`src/sv/spheroid_pixel_scale_macros.svh`:
```
// Assertion macros for the spheroid pixel scale block
`ifndef SPHEROID_PIXEL_SCALE_MACROS_SVH
`define SPHEROID_PIXEL_SCALE_MACROS_SVH
`ifndef ASSERT_OFF
`define SPS_ASSERT_SAME(label, ante, cons) \
    label: assert property (@(posedge clk) disable iff (!rst_n) (ante) |-> (cons)) \
        else $error("spheroid_pixel_scale: check failed");
`define SPS_ASSERT_NEXT(label, ante, cons) \
    label: assert property (@(posedge clk) disable iff (!rst_n) (ante) |=> (cons)) \
        else $error("spheroid_pixel_scale: check failed");
`else
`define SPS_ASSERT_SAME(label, ante, cons)
`define SPS_ASSERT_NEXT(label, ante, cons)
`endif
`endif

```
`src/sv/sps_pkg.sv`:
```
// Shared constants, types and tables for the spheroid pixel scale block
`default_nettype none
package sps_pkg;

    localparam int ANGLE_FRAC_BITS   = 20;
    localparam int CORDIC_ITERATIONS = 24;

    localparam int RADIUS_W    = 25;
    localparam int LAT_W       = 28;
    localparam int LON_W       = 29;
    localparam int SCALE_W     = 40;
    localparam int IN_DATA_W   = 120;
    localparam int OUT_DATA_W  = 40;
    localparam int CFG_INDEX_W = 2;

    localparam int ANG_W  = 28;
    localparam int ZIN_W  = 31;
    localparam int Z_W    = 34;
    localparam int TRIG_W = 31;
    localparam int DLAT_W = 33;
    localparam int DLON_W = 32;
    localparam int DEG_W  = 27;
    localparam int GCR_W  = 63;
    localparam int DEN_W  = 32;
    localparam int LEG_W  = 41;
    localparam int K_W    = 4;

    localparam logic [CFG_INDEX_W-1:0] REG_EQUATORIAL = 2'd0;
    localparam logic [CFG_INDEX_W-1:0] REG_POLAR      = 2'd1;

    localparam logic [RADIUS_W-1:0] EQUATORIAL_RESET = 25'd1632256;
    localparam logic [RADIUS_W-1:0] POLAR_RESET      = 25'd1626624;

    localparam logic [DEG_W-1:0]      DEG_TO_RAD_Q32  = 27'd74961321;
    localparam logic signed [Z_W-1:0] CORDIC_GAIN_Q30 = 34'sd652032874;
    localparam logic [TRIG_W-1:0]     ONE_Q30         = 31'h4000_0000;
    localparam logic [LEG_W-1:0]      LEG_CAP         = 41'h100_0000_0000;
    localparam logic [SCALE_W-1:0]    OUT_MAX         = 40'hFF_FFFF_FFFF;

    localparam logic [29:0] FULL2 = 30'(360 << (ANGLE_FRAC_BITS + 1));
    localparam logic [28:0] FULL1 = 29'(360 << ANGLE_FRAC_BITS);

    typedef struct packed {
        logic en;
        logic valid;
    } pipe_ctl_t;

    function automatic logic [31:0] atan_q30(input int i);
        logic [31:0] r;
        case (i)
            0:  r = 32'h3243F6A8;
            1:  r = 32'h1DAC6705;
            2:  r = 32'h0FADBAFC;
            3:  r = 32'h07F56EA6;
            4:  r = 32'h03FEAB76;
            5:  r = 32'h01FFD55B;
            6:  r = 32'h00FFFAAA;
            7:  r = 32'h007FFF55;
            8:  r = 32'h003FFFEA;
            9:  r = 32'h001FFFFD;
            10: r = 32'h000FFFFF;
            11: r = 32'h0007FFFF;
            12: r = 32'h0003FFFF;
            13: r = 32'h0001FFFF;
            14: r = 32'h0000FFFF;
            15: r = 32'h00007FFF;
            16: r = 32'h00003FFF;
            17: r = 32'h00001FFF;
            18: r = 32'h00000FFF;
            19: r = 32'h000007FF;
            20: r = 32'h000003FF;
            21: r = 32'h000001FF;
            22: r = 32'h000000FF;
            23: r = 32'h0000007F;
            24: r = 32'h0000003F;
            25: r = 32'h0000001F;
            26: r = 32'h0000000F;
            27: r = 32'h00000007;
            28: r = 32'h00000003;
            29: r = 32'h00000001;
            default: r = 32'h00000000;
        endcase
        return r;
    endfunction

endpackage
`default_nettype wire

```
`src/sv/sps_isqrt.sv`:
```
// Pipelined floor square root, one root bit per stage
`default_nettype none
module sps_isqrt #(
    parameter int ROOT_W = 32,
    parameter int SIDE_W = 1
) (
    input  wire logic                  clk,
    input  wire logic                  rst_n,
    input  wire sps_pkg::pipe_ctl_t    ctl,
    input  wire logic [2*ROOT_W-1:0]   radicand,
    input  wire logic [SIDE_W-1:0]     side_in,
    output logic                       valid_out,
    output logic [ROOT_W-1:0]          root_out,
    output logic [SIDE_W-1:0]          side_out
);
    import sps_pkg::*;

    logic [2*ROOT_W-1:0] rad_reg  [0:ROOT_W];
    logic [ROOT_W-1:0]   rem_reg  [0:ROOT_W];
    logic [ROOT_W-1:0]   root_reg [0:ROOT_W];
    logic [SIDE_W-1:0]   side_reg [0:ROOT_W];
    logic                v_reg    [0:ROOT_W];

    logic [ROOT_W+1:0]   rem_sh [0:ROOT_W-1];
    logic [ROOT_W+1:0]   trial  [0:ROOT_W-1];

    always_comb
    begin
        for (int k = 0; k < ROOT_W; k++)
        begin
            rem_sh[k] = {rem_reg[k], rad_reg[k][2*ROOT_W-1 -: 2]};
            trial[k]  = {root_reg[k], 2'b01};
        end
    end

    always_ff @(posedge clk or negedge rst_n)
    begin
        if (!rst_n)
        begin
            for (int k = 0; k <= ROOT_W; k++)
            begin
                v_reg[k] <= 1'b0;
            end
        end
        else if (ctl.en)
        begin
            v_reg[0] <= ctl.valid;
            for (int k = 0; k < ROOT_W; k++)
            begin
                v_reg[k+1] <= v_reg[k];
            end
        end
    end

    always_ff @(posedge clk)
    begin
        if (ctl.en)
        begin
            rad_reg[0]  <= radicand;
            rem_reg[0]  <= '0;
            root_reg[0] <= '0;
            side_reg[0] <= side_in;
            for (int k = 0; k < ROOT_W; k++)
            begin
                if (rem_sh[k] >= trial[k])
                begin
                    rem_reg[k+1]  <= ROOT_W'(rem_sh[k] - trial[k]);
                    root_reg[k+1] <= {root_reg[k][ROOT_W-2:0], 1'b1};
                end
                else
                begin
                    rem_reg[k+1]  <= rem_sh[k][ROOT_W-1:0];
                    root_reg[k+1] <= {root_reg[k][ROOT_W-2:0], 1'b0};
                end
                rad_reg[k+1]  <= rad_reg[k] << 2;
                side_reg[k+1] <= side_reg[k];
            end
        end
    end

    assign valid_out = v_reg[ROOT_W];
    assign root_out  = root_reg[ROOT_W];
    assign side_out  = side_reg[ROOT_W];

endmodule
`default_nettype wire

```
`config.mk`:
```
export PLATFORM = sky130hd
export DESIGN_NAME = sps_isqrt
export DESIGN_NICKNAME = d
export VERILOG_FILES = /design/src/sv/spheroid_pixel_scale_macros.svh /design/src/sv/sps_pkg.sv /design/src/sv/sps_isqrt.sv
export SDC_FILE = /design/constraint.sdc
export NUM_CORES = 2
export LEC_CHECK = 0
export BUFFER_PORTS_ARGS = -buffer_cell sky130_fd_sc_hd__buf_4
export CORE_ASPECT_RATIO = 0.6
export CORE_MARGIN = 8
export CORE_UTILIZATION = 53
export CTS_CLUSTER_SIZE = 40
export DETAILED_ROUTE_END_ITERATION = 8
export HOLD_SLACK_MARGIN = 0.08
export PLACE_DENSITY_LB_ADDON = 0.08
export SYNTH_ARGS = -nofsm -noshare
export SYNTH_HDL_FRONTEND = slang
export SYNTH_MEMORY_MAX_BITS = 65536
export SYNTH_SLANG_ARGS = --single-unit
export TNS_END_PERCENT = 10
```
`constraint.sdc`:
```
create_clock -name clk -period 3.7 [get_ports clk]
set_input_delay 0.74 -clock clk [delete_from_list [all_inputs] [get_ports clk]]
set_output_delay 0.74 -clock clk [all_outputs]
set_load 0.05 [all_outputs]
```
### Word level (Yosys, flattened, before mapping)

Memories as Yosys holds them, arrays and structs flattened.
Index checks and enable logic that the tools add are counted.

* bits in registers: 33
* latch bits: 0
* memory bits (writable): 4257
* bits in read-only memories: 0
* input bits: 69
* output and inout bits: 34
* logic and storage cells: 423
* memories kept: 4

Memory list
* rad_reg: words 33, width 64, rd ports 32, clocked after Yosys merged registers in 0, write ports 33, line sps_isqrt.sv:18 `logic [2*ROOT_W-1:0] rad_reg [0:ROOT_W];`
* rem_reg: words 33, width 32, rd ports 32, clocked after Yosys merged registers in 0, write ports 33, line sps_isqrt.sv:19 `logic [ROOT_W-1:0] rem_reg [0:ROOT_W];`
* root_reg: words 33, width 32, rd ports 33, clocked after Yosys merged registers in 0, write ports 33, line sps_isqrt.sv:20 `logic [ROOT_W-1:0] root_reg [0:ROOT_W];`
* side_reg: words 33, width 1, rd ports 33, clocked after Yosys merged registers in 0, write ports 33, line sps_isqrt.sv:21 `logic [SIDE_W-1:0] side_reg [0:ROOT_W];`

* add/subtract/negate cells: 32
* multiply operators: 0
* divide/modulo/power cells: 0
* $lt $le $gt $ge: 32
* equality and inequality tests: 0
* shifts and indexed selects: 0
* multiplexer cells: 258
* bitwise operators: 64
* reductions and logical operators: 0

Operators by type and width (count)
* 32-bit two-way mux: 64
* 34-bit greater-or-equal comparator: 32
* 32-bit subtractor: 32
* 1-bit two-way mux: 194
* 1-bit OR: 64

### Logic depth before layout (Yosys ltp)

An unclocked memory read counts as a cell.

* depth after elaboration: 6
* gate-level depth with buffers: 13
* depth with buffers taken out: 12

### Worst setup path after synthesis

Ideal clock, no wire load.

* path kind: input port to flip-flop
* start point: input ctl[1] (netlist bit)
* end point: memory rem_reg[31][0] (enable)
* setup time: 0.443 ns
* arrival: 3.491 ns
* data required time: 3.257 ns
* slack: -0.233 ns
* stages: 5
* path buffers: 5
* path through: clkbuf_1 clkbuf_1 clkbuf_1 clkbuf_1 clkbuf_1

RTL lines
* from (decl): line sps_isqrt.sv:9 `input wire sps_pkg::pipe_ctl_t ctl,`
* to (decl): line sps_isqrt.sv:19

==> flow_summary.toml <==
[synthesis]
async_flop_share_pct = 1.27
syn_area_um2 = 119000
avgSynthCellArea_um2 = 13.2
synth_edf_count = 2564
yosysSeqAreaShare_pct = 65.2
syn_nets = 9708
postSynthCellCount = 9076
synth_top_flop_cell = "edfxtp_1"
synth_cell_types = 96
ys_ff_latch = 2598
synth_warnings = 0

[floorplan]
fp-row-count = 135
die_area_um2 = 241000
initial_core_util_pct = 53.1
die_w_um = 629
io_pins = 103
dieHeight_um = 384
core_area_um2 = 225000

[drt]
vias = 72490
drtIter0Drc = 7800
firstDrtPassIters = 8
viasPerCell = 5.65
wl_per_cell_um = 20.6
drtAntennaViolNets = 0
finalWirelength_um = 264000
route.detailed.drc = 0

[pwr]
pwr-share-seq_pct = 48.0
combinationalPowerShare_pct = 21.3
p_sw_mw = 23.4
vdd_drop_max_mv = 0.439
clkPwrFrac_pct = 30.7
p_per_area_nw_per_um2 = 610
p_sw_share_pct = 28.5
power.internal_mw = 58.8
p_leak_nw = 51.9

[clocking]
cts_tree = "yes"
cts-root-buf = "clkbuf_16"
clock_latency_ns = 0.93
numClockSinks = 2598
clockBufferDepth = 4
h-tree-depth = 4
clk_pin_slew_ns = 0.06
cts_buffers = 240

[worst_setup_path]
worstReg2RegEnd = "rem_reg[31][28]"
critPathRequiredTime_ns = 4.29
path_buf_inv = 1
start_kind = "flop"
crit_start = "rem_reg[30][4]"
worstPathCellList = "ha_1 -> nand4_1 -> a211oi_2 -> buf_4 -> o21ai_0 -> nand4_1 -> a31oi_1 -> o21ai_0 -> o41a_1 -> xor2_1 -> mux2_2"
crit_fanout = 7
cpPeakStageDelay_ns = 0.64
r2r-start = "rem_reg[30][4]"
end_kind = "flop"
reg2reg_slack_ns = 0.02
ff2ff_path_depth = 11
arrival_ns = 4.27
cp_slowest_cell = "o21ai_0"
critPathKind = "flop to flop"
critical_path.top_delay_family = "compound AO/OA/AOI/OAI gates"

[flow_run]
cap_violations = 0

[timing]
finalCritPeriodShare_pct = 99.4
period_minus_slack_ns = 3.68
finalSetupTns_ns = 0
fmax_mhz = 272
finalHoldViolCount = 0
holdWs_ns = 0.321
maxSlewViolCount = 0
slew_headroom_pct = 15.2
layout_setup_ws_ns = 0.0208
final.setup_skew_ns = 0.0984
grt_setup_unrepaired = "true"
setup_viol = 0
worstMarginPinSlew_ns = 1.27

[placed_design]
preCtsSetupSlack_ns = -0.569
dp_hpwl_um = 193000
dp.cells = 12312
placed_area_um2 = 126000
io_buffers = 102
gp_congestion = 0.909

[grt]
grt.total_usage_pct = 21.2
grt_pass1_wl_um = 402000
grt_max_degree = 179
overflow = 0
grt_pass1_vias = 67332
antenna_found_initial = 25

[hold_path]
hp-class = "primary input to asynchronous set/reset pin"

[run_status]
status = "complete, no violations"

[cells_and_area]
drive_gt1_share_pct = 10.3
finalNonFillerCells = 12820
fin_nets = 10240
final_area_um2 = 135000
area_growth_syn_to_layout_pct = 12.9
largest_reg_flops = 1056
[layer usage]
layer  vias up  GRT usage [%]  share of wire (%)
li1      34639              -                  -
met1     35295           37.3                 54
met2      2257           25.4                 35
met3       293           5.47                9.6
met4         6           3.45                1.5
met5         -              0              0.048
[power groups by stage]
stage | clock network, mW | registers [mW] | logic (mW)
3_5_place_dp | 0 | 40.0 | 16.9
5_1_grt | 27.1 | 39.8 | 19.2
2_1_floorplan | 0 | 39.0 | 11.9
3_3_place_gp | 0 | 40.0 | 16.7
6_report | 25.3 | 39.5 | 17.5
4_1_cts | 26.0 | 39.5 | 17.1
[cell type report]
class                           count  area [um2]
Timing Repair Buffer              483        4130
Clock buffer                      285        6250
Multi-Input combinational cell   5574       38400
Antenna cell                        2        5.00
Inverter                          711        2670
Clock inverter                    153        1720
Fill cell                       17683       90000
Tap cell                         3014        3770
Sequential cell                  2598       77800
[timing repair]
action,CTS,global route
hold endpoints to repair,99,0
resized for setup,9,50
buffers inserted,0,1
pin swaps,0,6
endpoints found under the setup margin,23,136
hold buffers,67,0
[cells by family after synthesis]
logic type | share of synthesized area, %
compound gates | 9.35
xor+xnor | 5.81
fa+ha+maj | 5.90
buf+inv | 2.86
flops | 65.2
mux | 1.13
simple gates | 9.74
[cells in the final DEF, fill, tap and decap left out, types with 44 or more instances in the layout]
cell type	count
a21o_1	268
ha_1	562
nand2_1	673
clkbuf_16	242
nor4_1	89
o21ai_0	531
or4_1	52
o21a_1	113
edfxtp_1	2564
nor2b_1	76
nor2_1	433
and2_1	63
nor3_1	239
dlygate4sd3_1	67
a21oi_1	459
inv_1	710
nand3_1	147
buf_4	389
o21bai_1	52
mux2_2	104
xnor2_1	376
nand4_1	90
or3_1	89
and3_1	47
nand2b_1	110
xor2_1	414
clkinv_1	44
[Yosys cell counts (all sizes together), types with 15 or more instances]
cell type,number,area (um2)
mux2,104,1170
a21o,268,2010
or2,44,278
or4b,16,160
or4,55,424
nand2,673,2530
a21oi,461,2310
inv,710,2670
or3,93,602
o21ai,545,2730
o211ai,24,185
ha,563,7040
xor2,414,3630
nand3b,20,150
nor2b,76,475
and2,65,407
buf,28,130
a21boi,15,113
xnor2,377,3310
clkbuf,165,619
a2111oi,23,208
o21bai,53,398
nor4,97,613
nand4b,19,166
nor3,246,1250
nand4,91,576
o21a,113,848
nand2b,110,688
o31ai,37,283
and4,16,140
nor4b,24,210
nor3b,16,120
a31oi,39,244
nand3,151,766
a211o,17,149
and3,47,294
dfrtp,33,826
nor2,435,1630
mux2i,18,180
edfxtp,2564,77000
a211oi,48,370
[metrics by stage]
stage | power, mW | utilization [%]
finish | 82.3 | 60.0
global route | 86.1 | 60.0
CTS | 82.5 | 59.9
detailed placement | 57.0 | 56.0
global placement | 56.7 | 56.0
floorplan | 50.9 | -
[how the worst max path moves through the flow]
stage / endpoint / slack (ns) / cells after the start
finish: rem_reg[31][28] / 0.02 / 11
global route: rem_reg[15][25] / -0.11 / 11
CTS: rem_reg[26][31] / -0.009 / 12
detailed placement: rem_reg[26][31] / -0.57 / 12
global placement: rem_reg[26][31] / -0.57 / 12
floorplan: rem_reg[30][0] / -0.21 / 5
No activity file was read; power rests on OpenSTA's default activity.
